===== src/hdl/mfcm_pkg.sv =====
`timescale 1ns / 1ps
`default_nettype none
// ----------------------------------------------------------------------------
// mfcm_pkg: shared constants and types of the most-frequent-character masker
// Square size, index and count widths, and the status record of the scan unit.
// ----------------------------------------------------------------------------
package mfcm_pkg;

  localparam int DIM        = 3;
  localparam int CELLS      = DIM * DIM;
  localparam int CHAR_W     = 8;
  localparam int IDX_W      = (CELLS > 1) ? $clog2(CELLS) : 1;
  localparam int CNT_W      = $clog2(CELLS + 1);
  localparam int CNT_OUT_W  = 4;
  localparam int CNT_OUT_MAX = 15;

  localparam logic [IDX_W-1:0]  LAST_IDX   = IDX_W'(CELLS - 1);
  localparam logic [CHAR_W-1:0] MASK_RESET = 8'd42;

  // Status of the scan unit as seen by the top level.
  typedef struct packed {
    logic              done;
    logic [IDX_W-1:0]  rd_addr;
    logic [CHAR_W-1:0] win_char;
    logic [CNT_W-1:0]  win_count;
  } scan_stat_t;

  // Clamp an occurrence count to the width of the result field.
  function automatic logic [CNT_OUT_W-1:0] sat_count(input logic [CNT_W-1:0] c);
    logic [CNT_OUT_W-1:0] r;
    if (int'(c) > CNT_OUT_MAX) begin
      r = CNT_OUT_W'(CNT_OUT_MAX);
    end else begin
      r = CNT_OUT_W'(c);
    end
    return r;
  endfunction

endpackage : mfcm_pkg
`default_nettype wire


===== src/hdl/mfcm_in_if.sv =====
`timescale 1ns / 1ps
`default_nettype none
// ----------------------------------------------------------------------------
// mfcm_in_if: input channel, one character per request
// Valid/ready handshake carrying one character of the square.
// ----------------------------------------------------------------------------
interface mfcm_in_if;
  logic                         valid;
  logic                         ready;
  logic [mfcm_pkg::CHAR_W-1:0]  char_in;

  modport source (output valid, output char_in, input ready);
  modport sink   (input valid, input char_in, output ready);
endinterface : mfcm_in_if
`default_nettype wire


===== src/hdl/mfcm_out_if.sv =====
`timescale 1ns / 1ps
`default_nettype none
// ----------------------------------------------------------------------------
// mfcm_out_if: result channel, one square position per request
// Valid/ready handshake carrying the masked character and the winner data.
// ----------------------------------------------------------------------------
interface mfcm_out_if;
  logic                           valid;
  logic                           ready;
  logic [mfcm_pkg::CHAR_W-1:0]    char_out;
  logic                           was_masked;
  logic [mfcm_pkg::CHAR_W-1:0]    winner_char;
  logic [mfcm_pkg::CNT_OUT_W-1:0] winner_count;
  logic                           last_out;

  modport source (output valid, output char_out, output was_masked, output winner_char,
                  output winner_count, output last_out, input ready);
  modport sink   (input valid, input char_out, input was_masked, input winner_char,
                  input winner_count, input last_out, output ready);
endinterface : mfcm_out_if
`default_nettype wire


===== src/hdl/mfcm_scan.sv =====
`timescale 1ns / 1ps
`default_nettype none
// ----------------------------------------------------------------------------
// mfcm_scan: pairwise occurrence counter
// One comparator walks every (a, b) pair of the character store through a
// registered read port and keeps the first character with the highest count.
// ----------------------------------------------------------------------------
module mfcm_scan (
  input  wire logic                        clk,
  input  wire logic                        rst_n,
  input  wire logic                        start,
  input  wire logic [mfcm_pkg::CHAR_W-1:0] rd_data,
  output mfcm_pkg::scan_stat_t             stat
);

  typedef enum logic [2:0] {
    SC_IDLE = 3'b001,
    SC_LOAD = 3'b010,
    SC_CMP  = 3'b100
  } sc_state_t;

  sc_state_t                    state_r, state_nxt;
  logic [mfcm_pkg::IDX_W-1:0]   a_r, a_nxt;
  logic [mfcm_pkg::IDX_W-1:0]   b_r, b_nxt;
  logic [mfcm_pkg::CHAR_W-1:0]  cur_r, cur_nxt;
  logic [mfcm_pkg::CNT_W-1:0]   n_r, n_nxt;
  logic [mfcm_pkg::CHAR_W-1:0]  best_char_r, best_char_nxt;
  logic [mfcm_pkg::CNT_W-1:0]   best_cnt_r, best_cnt_nxt;
  logic [mfcm_pkg::CNT_W-1:0]   n_fin;
  logic [mfcm_pkg::IDX_W-1:0]   rd_addr;
  logic                         done;

  assign n_fin = n_r + mfcm_pkg::CNT_W'(rd_data == cur_r);

  always_comb begin
    state_nxt     = state_r;
    a_nxt         = a_r;
    b_nxt         = b_r;
    cur_nxt       = cur_r;
    n_nxt         = n_r;
    best_char_nxt = best_char_r;
    best_cnt_nxt  = best_cnt_r;
    rd_addr       = '0;
    done          = 1'b0;
    case (state_r)
      SC_IDLE: begin
        if (start) begin
          a_nxt         = '0;
          best_cnt_nxt  = '0;
          best_char_nxt = '0;
          state_nxt     = SC_LOAD;
        end
      end
      SC_LOAD: begin
        // Read data now holds entry a; the first b read goes out this cycle.
        cur_nxt   = rd_data;
        b_nxt     = '0;
        n_nxt     = '0;
        state_nxt = SC_CMP;
      end
      SC_CMP: begin
        if (b_r == mfcm_pkg::LAST_IDX) begin
          // Strictly greater keeps the earliest character on a tie.
          if (n_fin > best_cnt_r) begin
            best_cnt_nxt  = n_fin;
            best_char_nxt = cur_r;
          end
          if (a_r == mfcm_pkg::LAST_IDX) begin
            done      = 1'b1;
            state_nxt = SC_IDLE;
          end else begin
            a_nxt     = a_r + 1'b1;
            rd_addr   = a_r + 1'b1;
            state_nxt = SC_LOAD;
          end
        end else begin
          b_nxt   = b_r + 1'b1;
          n_nxt   = n_fin;
          rd_addr = b_r + 1'b1;
        end
      end
      default: begin
        state_nxt = SC_IDLE;
      end
    endcase
  end

  always_ff @(posedge clk) begin
    if (!rst_n) begin
      state_r     <= SC_IDLE;
      a_r         <= '0;
      b_r         <= '0;
      best_cnt_r  <= '0;
      best_char_r <= '0;
    end else begin
      state_r     <= state_nxt;
      a_r         <= a_nxt;
      b_r         <= b_nxt;
      best_cnt_r  <= best_cnt_nxt;
      best_char_r <= best_char_nxt;
    end
  end

  always_ff @(posedge clk) begin
    cur_r <= cur_nxt;
    n_r   <= n_nxt;
  end

  assign stat.done      = done;
  assign stat.rd_addr   = rd_addr;
  assign stat.win_char  = best_char_r;
  assign stat.win_count = best_cnt_r;

  a_start_idle: assert property (@(posedge clk) disable iff (!rst_n)
    start |-> state_r == SC_IDLE)
    else $error("scan started while busy");

  a_done_count: assert property (@(posedge clk) disable iff (!rst_n)
    done |=> best_cnt_r != '0)
    else $error("scan finished with zero winner count");

  a_done_from_cmp: assert property (@(posedge clk) disable iff (!rst_n)
    done |-> (state_r == SC_CMP && a_r == mfcm_pkg::LAST_IDX && b_r == mfcm_pkg::LAST_IDX))
    else $error("scan done outside the final compare");

endmodule : mfcm_scan
`default_nettype wire


===== src/hdl/most_frequent_char_mask.sv =====
`timescale 1ns / 1ps
`default_nettype none
// ----------------------------------------------------------------------------
// most_frequent_char_mask: masks the most frequent character of a square
// Loads DIM*DIM characters, finds the mode and emits the square with the mode
// replaced by the configured mask character.
// ----------------------------------------------------------------------------
// Usage:
//   in_ch takes one character per request, row-major, one per cycle while
//   ready is high. Ready drops after the last character of the square.
//   The scan then compares every pair of stored characters on one shared
//   comparator. out_ch then gives CELLS requests, each passing through a
//   store read, an output load and a handshake; last_out marks the final
//   one. A stalled receiver simply holds the output register. The scan
//   compares one pair per cycle over the single read port of the store,
//   with a load step before each new character is compared.
//   cfg_wr_en writes cfg_wr_data into the mask character; write it only while
//   the block is idle.
//   Reset clears the load position and the sequencers and sets the mask to
//   '*'. No clearing pass is needed.
// ----------------------------------------------------------------------------
module most_frequent_char_mask (
  input  wire logic                        clk,
  input  wire logic                        rst_n,
  mfcm_in_if.sink                          in_ch,
  mfcm_out_if.source                       out_ch,
  input  wire logic                        cfg_wr_en,
  input  wire logic [mfcm_pkg::CHAR_W-1:0] cfg_wr_data
);

  typedef enum logic [4:0] {
    T_LOAD      = 5'b00001,
    T_SCAN      = 5'b00010,
    T_EMIT_RD   = 5'b00100,
    T_EMIT_LD   = 5'b01000,
    T_EMIT_WAIT = 5'b10000
  } top_state_t;

  top_state_t                     st_r, st_nxt;
  logic [mfcm_pkg::IDX_W-1:0]     load_idx_r, load_idx_nxt;
  logic [mfcm_pkg::IDX_W-1:0]     emit_idx_r, emit_idx_nxt;
  logic                           start_r, start_nxt;
  logic [mfcm_pkg::CHAR_W-1:0]    mask_char_r;
  logic [mfcm_pkg::CHAR_W-1:0]    char_store_r [mfcm_pkg::CELLS];
  logic [mfcm_pkg::CHAR_W-1:0]    rd_data_r;
  logic [mfcm_pkg::IDX_W-1:0]     rd_addr;
  logic                           in_take;
  logic                           out_valid_r, out_valid_nxt;
  logic [mfcm_pkg::CHAR_W-1:0]    char_out_r;
  logic                           masked_r;
  logic [mfcm_pkg::CHAR_W-1:0]    win_char_r;
  logic [mfcm_pkg::CNT_OUT_W-1:0] win_cnt_r;
  logic                           last_r;
  logic                           out_load;
  logic                           hit;
  mfcm_pkg::scan_stat_t           scan_stat;

  mfcm_scan u_scan (
    .clk     (clk),
    .rst_n   (rst_n),
    .start   (start_r),
    .rd_data (rd_data_r),
    .stat    (scan_stat)
  );

  assign in_ch.ready = (st_r == T_LOAD);
  assign in_take     = in_ch.valid && in_ch.ready;
  assign rd_addr     = (st_r == T_SCAN) ? scan_stat.rd_addr : emit_idx_r;
  assign hit         = (rd_data_r == scan_stat.win_char);

  always_comb begin
    st_nxt        = st_r;
    load_idx_nxt  = load_idx_r;
    emit_idx_nxt  = emit_idx_r;
    start_nxt     = 1'b0;
    out_valid_nxt = out_valid_r;
    out_load      = 1'b0;
    case (st_r)
      T_LOAD: begin
        if (in_take) begin
          if (load_idx_r == mfcm_pkg::LAST_IDX) begin
            load_idx_nxt = '0;
            start_nxt    = 1'b1;
            st_nxt       = T_SCAN;
          end else begin
            load_idx_nxt = load_idx_r + 1'b1;
          end
        end
      end
      T_SCAN: begin
        if (scan_stat.done) begin
          emit_idx_nxt = '0;
          st_nxt       = T_EMIT_RD;
        end
      end
      T_EMIT_RD: begin
        st_nxt = T_EMIT_LD;
      end
      T_EMIT_LD: begin
        out_load      = 1'b1;
        out_valid_nxt = 1'b1;
        st_nxt        = T_EMIT_WAIT;
      end
      T_EMIT_WAIT: begin
        if (out_ch.ready) begin
          out_valid_nxt = 1'b0;
          if (emit_idx_r == mfcm_pkg::LAST_IDX) begin
            st_nxt = T_LOAD;
          end else begin
            emit_idx_nxt = emit_idx_r + 1'b1;
            st_nxt       = T_EMIT_RD;
          end
        end
      end
      default: begin
        st_nxt        = T_LOAD;
        out_valid_nxt = 1'b0;
      end
    endcase
  end

  always_ff @(posedge clk) begin
    if (!rst_n) begin
      st_r        <= T_LOAD;
      load_idx_r  <= '0;
      emit_idx_r  <= '0;
      start_r     <= 1'b0;
      out_valid_r <= 1'b0;
      mask_char_r <= mfcm_pkg::MASK_RESET;
    end else begin
      st_r        <= st_nxt;
      load_idx_r  <= load_idx_nxt;
      emit_idx_r  <= emit_idx_nxt;
      start_r     <= start_nxt;
      out_valid_r <= out_valid_nxt;
      if (cfg_wr_en) begin
        mask_char_r <= cfg_wr_data;
      end
    end
  end

  // Character store: one write port for loading, one registered read port.
  always_ff @(posedge clk) begin
    if (in_take) begin
      char_store_r[load_idx_r] <= in_ch.char_in;
    end
    rd_data_r <= char_store_r[rd_addr];
  end

  always_ff @(posedge clk) begin
    if (out_load) begin
      char_out_r <= hit ? mask_char_r : rd_data_r;
      masked_r   <= hit;
      win_char_r <= scan_stat.win_char;
      win_cnt_r  <= mfcm_pkg::sat_count(scan_stat.win_count);
      last_r     <= (emit_idx_r == mfcm_pkg::LAST_IDX);
    end
  end

  assign out_ch.valid        = out_valid_r;
  assign out_ch.char_out     = char_out_r;
  assign out_ch.was_masked   = masked_r;
  assign out_ch.winner_char  = win_char_r;
  assign out_ch.winner_count = win_cnt_r;
  assign out_ch.last_out     = last_r;

  a_valid_in_wait: assert property (@(posedge clk) disable iff (!rst_n)
    out_valid_r |-> st_r == T_EMIT_WAIT)
    else $error("result valid outside the handshake state");

  a_full_square_stops_input: assert property (@(posedge clk) disable iff (!rst_n)
    (in_take && load_idx_r == mfcm_pkg::LAST_IDX) |=> (!in_ch.ready && start_r))
    else $error("last character did not start the scan");

  a_last_frees_input: assert property (@(posedge clk) disable iff (!rst_n)
    (out_ch.valid && out_ch.ready && out_ch.last_out) |=> in_ch.ready)
    else $error("input not reopened after the final result");

  a_no_overlap: assert property (@(posedge clk) disable iff (!rst_n)
    !(in_ch.ready && out_valid_r))
    else $error("loading while a result is pending");

endmodule : most_frequent_char_mask
`default_nettype wire

===== src/flat_wrapper.sv =====
// flat-port wrapper written by rule: the top's interface ports become plain ports
module most_frequent_char_mask_flat 
  (clk, rst_n, cfg_wr_en, cfg_wr_data, in_ch_valid, in_ch_char_in, in_ch_ready, out_ch_valid, out_ch_char_out, out_ch_was_masked, out_ch_winner_char, out_ch_winner_count, out_ch_last_out, out_ch_ready);
  mfcm_in_if in_ch_i ();
  mfcm_out_if out_ch_i ();
  input  wire logic clk;
  input  wire logic rst_n;
  input  wire logic cfg_wr_en;
  input  wire logic [mfcm_pkg::CHAR_W-1:0] cfg_wr_data;
  input wire logic [$bits(in_ch_i.valid)-1:0] in_ch_valid;
  input wire logic [$bits(in_ch_i.char_in)-1:0] in_ch_char_in;
  output wire logic [$bits(in_ch_i.ready)-1:0] in_ch_ready;
  output wire logic [$bits(out_ch_i.valid)-1:0] out_ch_valid;
  output wire logic [$bits(out_ch_i.char_out)-1:0] out_ch_char_out;
  output wire logic [$bits(out_ch_i.was_masked)-1:0] out_ch_was_masked;
  output wire logic [$bits(out_ch_i.winner_char)-1:0] out_ch_winner_char;
  output wire logic [$bits(out_ch_i.winner_count)-1:0] out_ch_winner_count;
  output wire logic [$bits(out_ch_i.last_out)-1:0] out_ch_last_out;
  input wire logic [$bits(out_ch_i.ready)-1:0] out_ch_ready;
  assign in_ch_i.valid = in_ch_valid;
  assign in_ch_i.char_in = in_ch_char_in;
  assign in_ch_ready = in_ch_i.ready;
  assign out_ch_valid = out_ch_i.valid;
  assign out_ch_char_out = out_ch_i.char_out;
  assign out_ch_was_masked = out_ch_i.was_masked;
  assign out_ch_winner_char = out_ch_i.winner_char;
  assign out_ch_winner_count = out_ch_i.winner_count;
  assign out_ch_last_out = out_ch_i.last_out;
  assign out_ch_i.ready = out_ch_ready;
  most_frequent_char_mask u_core (.clk(clk), .rst_n(rst_n), .in_ch(in_ch_i), .out_ch(out_ch_i), .cfg_wr_en(cfg_wr_en), .cfg_wr_data(cfg_wr_data));
endmodule

===== config.mk =====
export PLATFORM = sky130hd
export DESIGN_NAME = most_frequent_char_mask_flat
export DESIGN_NICKNAME = d
export VERILOG_FILES = /design/src/hdl/mfcm_pkg.sv /design/src/hdl/mfcm_in_if.sv /design/src/hdl/mfcm_out_if.sv /design/src/hdl/mfcm_scan.sv /design/src/hdl/most_frequent_char_mask.sv /design/src/flat_wrapper.sv
export SDC_FILE = /design/constraint.sdc
export NUM_CORES = 1
export LEC_CHECK = 0
export ABC_CLOCK_PERIOD_IN_PS = 3730
export BUFFER_PORTS_ARGS = -buffer_cell sky130_fd_sc_hd__buf_2
export CAP_MARGIN = 20
export CORE_MARGIN = 4
export CORE_UTILIZATION = 39
export DETAILED_ROUTE_END_ITERATION = 6
export REMOVE_ABC_BUFFERS = 1
export SLEW_MARGIN = 25
export SYNTH_ARGS = -nofsm -noshare
export SYNTH_HDL_FRONTEND = slang
export SYNTH_SLANG_ARGS = --single-unit

===== constraint.sdc =====
create_clock -name clk -period 3.73 [get_ports clk]
set_input_delay 0.5595 -clock clk [delete_from_list [all_inputs] [get_ports clk]]
set_output_delay 0.5595 -clock clk [all_outputs]
set_load 0.005 [all_outputs]

==> reports/results.tsv <==
stage	metric	value	unit
setup_path	cp.arrival	3.15	ns
clock_network	postCtsResizedCells	0	
sta	finalHoldViolCount	0	
setup_path	cp-start-kind	register	
place	dp_worst_setup_slack	0.8838	ns
sta	fin_crit	2.849	ns
sta	max_freq	0.3510	GHz
die	die_h	139.6	um
place	dp.final_hpwl	9037	um
sta	fin_ws	0.8811	ns
sta	setup_viol	0	
sta	slew_viol_final	0	
sta	fin_skew	0.007362	ns
global_routing	antenna_found_initial	0	
pwr	power_density	484.6	nW/um^2
clock_network	numCtsBuffers	17	
place	place.gp.congestion	0.7928	
finish	syn_to_final_growth	15.57	%
clock_network	clock_sinks	160	
job	max_cap_viol_count	0	
yosys	synthesis.area	6751	um^2
setup_path	worstPathRequired	4.03	ns
yosys	seq_area_frac_synth	63.16	%
setup_path	cp_slowest_stage_delay	0.42	ns
die	fp.dieW	139.6	um
place	io_buffers	44	
clock_network	postCtsSetupRepairBufs	0	
clock_network	cts_tree	done	
setup_path	path_max_fanout	12	
routing	antenna_left	0	
yosys	syn-instance-count	523	
finish	final_nets	612	
setup_path	crit_path_top_delay_cell	edfxtp_1	
sta	holdWs	0.3746	ns
global_routing	track_usage	13.75	%
yosys	synth_edf_count	106	
setup_path	ff2ff_path_depth	12	
pwr	vdd_drop_max	315.7	uV
worst_hold_path	min_from	cfg_wr_data[5]	
setup_path	rrSetupSlack	0.88	ns
clock_network	htreeDepth	4	
setup_path	path_common_cell	ha_1	
sta	rsz0062_at_grt	false	
global_routing	grt_max_degree	33	
routing	wl	12770	um
global_routing	first_global_vias	4179	
worst_hold_path	min_path_type	primary input to register	
outcome	status	complete, no violations	
global_routing	grt_pass1_wl	21420	um
sta	worst_pin_slew	0.8743	ns
clock_network	cts_hold_buf	0	
pwr	p_leak	2.903	nW
finish	final_area	7802	um^2
clock_network	clkLatencyLatePin	0.41	ns
finish	antenna_cells	0	
setup_path	timing.rr.end	u_core.u_scan.best_cnt_r[0]	
place	place_area	7202	um^2
clock_network	cts_buffer_depth	2	
worst_hold_path	min_to	u_core.mask_char_r[5]	
global_routing	overflow	0	
setup_path	critPathKind	register to register	
clock_network	root_buffer	clkbuf_16	
routing	via_count	4050	
die	core	16760	um^2
die	initial_core_util	40.28	%
die	rows	47	
clock_network	clkTransAtPathRegs	0.06	ns
sta	slew_headroom	41.50	%
yosys	yosysUniqueCellTypes	60	
setup_path	end_kind	register	
routing	dr.first_iter.drc_count	227	
yosys	synthArstFlopShare	0	%
yosys	ys_ff_latch	160	
setup_path	crit_chain	xnor2_1, nand4_1, nor2_1, ha_1, ha_1, xor2_1, ha_1, o21a_1, o21ai_0, a21oi_1, and2_1, a22o_1	
routing	first_pass_iters	4	
routing	wl_per_cell	15.80	um
worst_hold_path	whs_path_depth	3	
finish	drive_gt1_share	19.73	%
yosys	syn_avg_cell_area	12.91	um^2
setup_path	reg2reg_from	u_core.u_scan.cur_r[6]	
sta	period_share	76.38	%
finish	fin_util	46.55	%
routing	via_per_inst	5.012	
die	dieArea	19480	um^2
routing	drc	0	
sta	finalSetupTns	0	ns
die	io_pins	45	
yosys	ys_warn_count	0	
yosys	ys.flop_type	edfxtp_1	
-- logic make-up after synthesis --
| family | count (synthesis) | synth area share (%) |
|---|---|---|
| compound gates | 71 | 8.358 |
| xor+xnor | 23 | 2.984 |
| fa+ha+maj | 16 | 2.965 |
| buf+inv | 33 | 2.242 |
| flops | 160 | 63.16 |
| mux | 43 | 6.690 |
| simple gates | 177 | 13.60 |
-- power by group --
| part | total, W | internal, W | switching, W |
|---|---|---|---|
| sequential | 0.00194 | 0.00192 | 0.0000192 |
| combinational | 0.000107 | 0.0000427 | 0.0000642 |
| clock | 0.00174 | 0.00101 | 0.000727 |
-- state kept, by name, summed over array words and instances (netlist names) --
register / flops
u_core.out_ch.last_out: 1
u_core.load_idx_r: 4
u_core.start_r: 1
u_core.st_r: 5
u_core.u_scan.state_r: 3
u_core.mask_char_r: 8
u_core.u_scan.a_r: 4
u_core.u_scan.best_cnt_r: 4
u_core.u_scan.b_r: 4
u_core.u_scan.best_char_r: 8
u_core.u_scan.n_r: 4
u_core.out_ch.valid: 1
u_core.out_ch.winner_count: 4
u_core.emit_idx_r: 4
u_core.u_scan.cur_r: 8
u_core.rd_data_r: 8
u_core.out_ch.char_out: 8
u_core.out_ch.winner_char: 8
u_core.char_store_r: 72
u_core.out_ch.was_masked: 1
-- cells in the mapped netlist (5+ instances only) --
master	number	area, um^2
mux2_2	17	191.4
xor2_1	12	105.1
a21oi_1	15	75.07
dfxtp_1	54	1081
nor2b_1	5	31.28
ha_1	16	200.2
nor2_1	45	168.9
a22o_1	20	175.2
mux2i_1	26	260.3
inv_1	16	60.06
clkbuf_1	8	30.03
o41ai_1	6	52.55
nor3_1	10	50.05
xnor2_1	11	96.34
and2_1	13	81.33
nand3_1	13	65.06
edfxtp_1	106	3183
nand2_1	57	214.0
o21ai_0	10	50.05
-- final cells by class --
type	count	area [um^2]
repair buffers	49	257.7
flip-flops and latches	160	4264
multi-input cells	330	2342
clock inverters	15	173.9
fillers	1497	8957
well taps	220	275.3
clock buffers	17	425.4
inverters	17	63.81
-- worst max-delay path: cells and delay by family (launching register included) --
kind                     cells  cell delay, ns
AO/OA/AOI/OAI                4            0.62
XOR/XNOR                     2            0.45
adder cells (fa/ha/maj)      3            0.65
flip-flops                   1            0.42
AND/OR/NAND/NOR              3            0.59
-- worst max-delay path by stage --
stage / from / end / depth (start not counted) / slack [ns]
finish: u_core.u_scan.cur_r[6] / u_core.u_scan.best_cnt_r[0] / 12 / 0.88
global placement: u_core.rd_data_r[2] / u_core.u_scan.best_char_r[6] / 12 / 1.00
CTS: u_core.u_scan.cur_r[6] / u_core.u_scan.best_cnt_r[0] / 12 / 0.87
global route: u_core.u_scan.cur_r[6] / u_core.u_scan.best_char_r[5] / 12 / 0.49
detailed placement: u_core.u_scan.cur_r[6] / u_core.u_scan.best_cnt_r[0] / 12 / 0.88
floorplan: u_core.u_scan.cur_r[4] / u_core.u_scan.best_char_r[0] / 12 / 1.12
-- metrics by stage --
step | power, W | instances
6_report | 0.003781 | 808
5_1_grt | 0.003923 | 808
4_1_cts | 0.003828 | 808
3_5_place_dp | 0.002085 | 776
3_3_place_gp | 0.002081 | 776
2_1_floorplan | 0.002032 | 507
-- metal layers --
metal / vias to the layer above / routed length (um) / GRT usage (%) / share of wire [%]
met5: - / 0 / 0 / 0
met4: 0 / 154 / 4.233 / 1.2
met3: 14 / 576 / 3.808 / 4.5
met2: 81 / 6093 / 22.67 / 48
met1: 1939 / 5942 / 17.74 / 47
li1: 2016 / - / - / -
-- placed cells by master, fill, tap and decap left out, drive strengths merged, types with 12 or more instances in the layout --
| cell type | instances |
|---|---|
| dfxtp | 54 |
| mux2 | 17 |
| a22o | 20 |
| nand2 | 57 |
| buf | 49 |
| and2 | 13 |
| xor2 | 12 |
| inv | 23 |
| edfxtp | 106 |
| nor2 | 45 |
| clkbuf | 17 |
| nand3 | 13 |
| ha | 16 |
| a21oi | 15 |
| mux2i | 26 |
(Power assumes the default switching activity.)
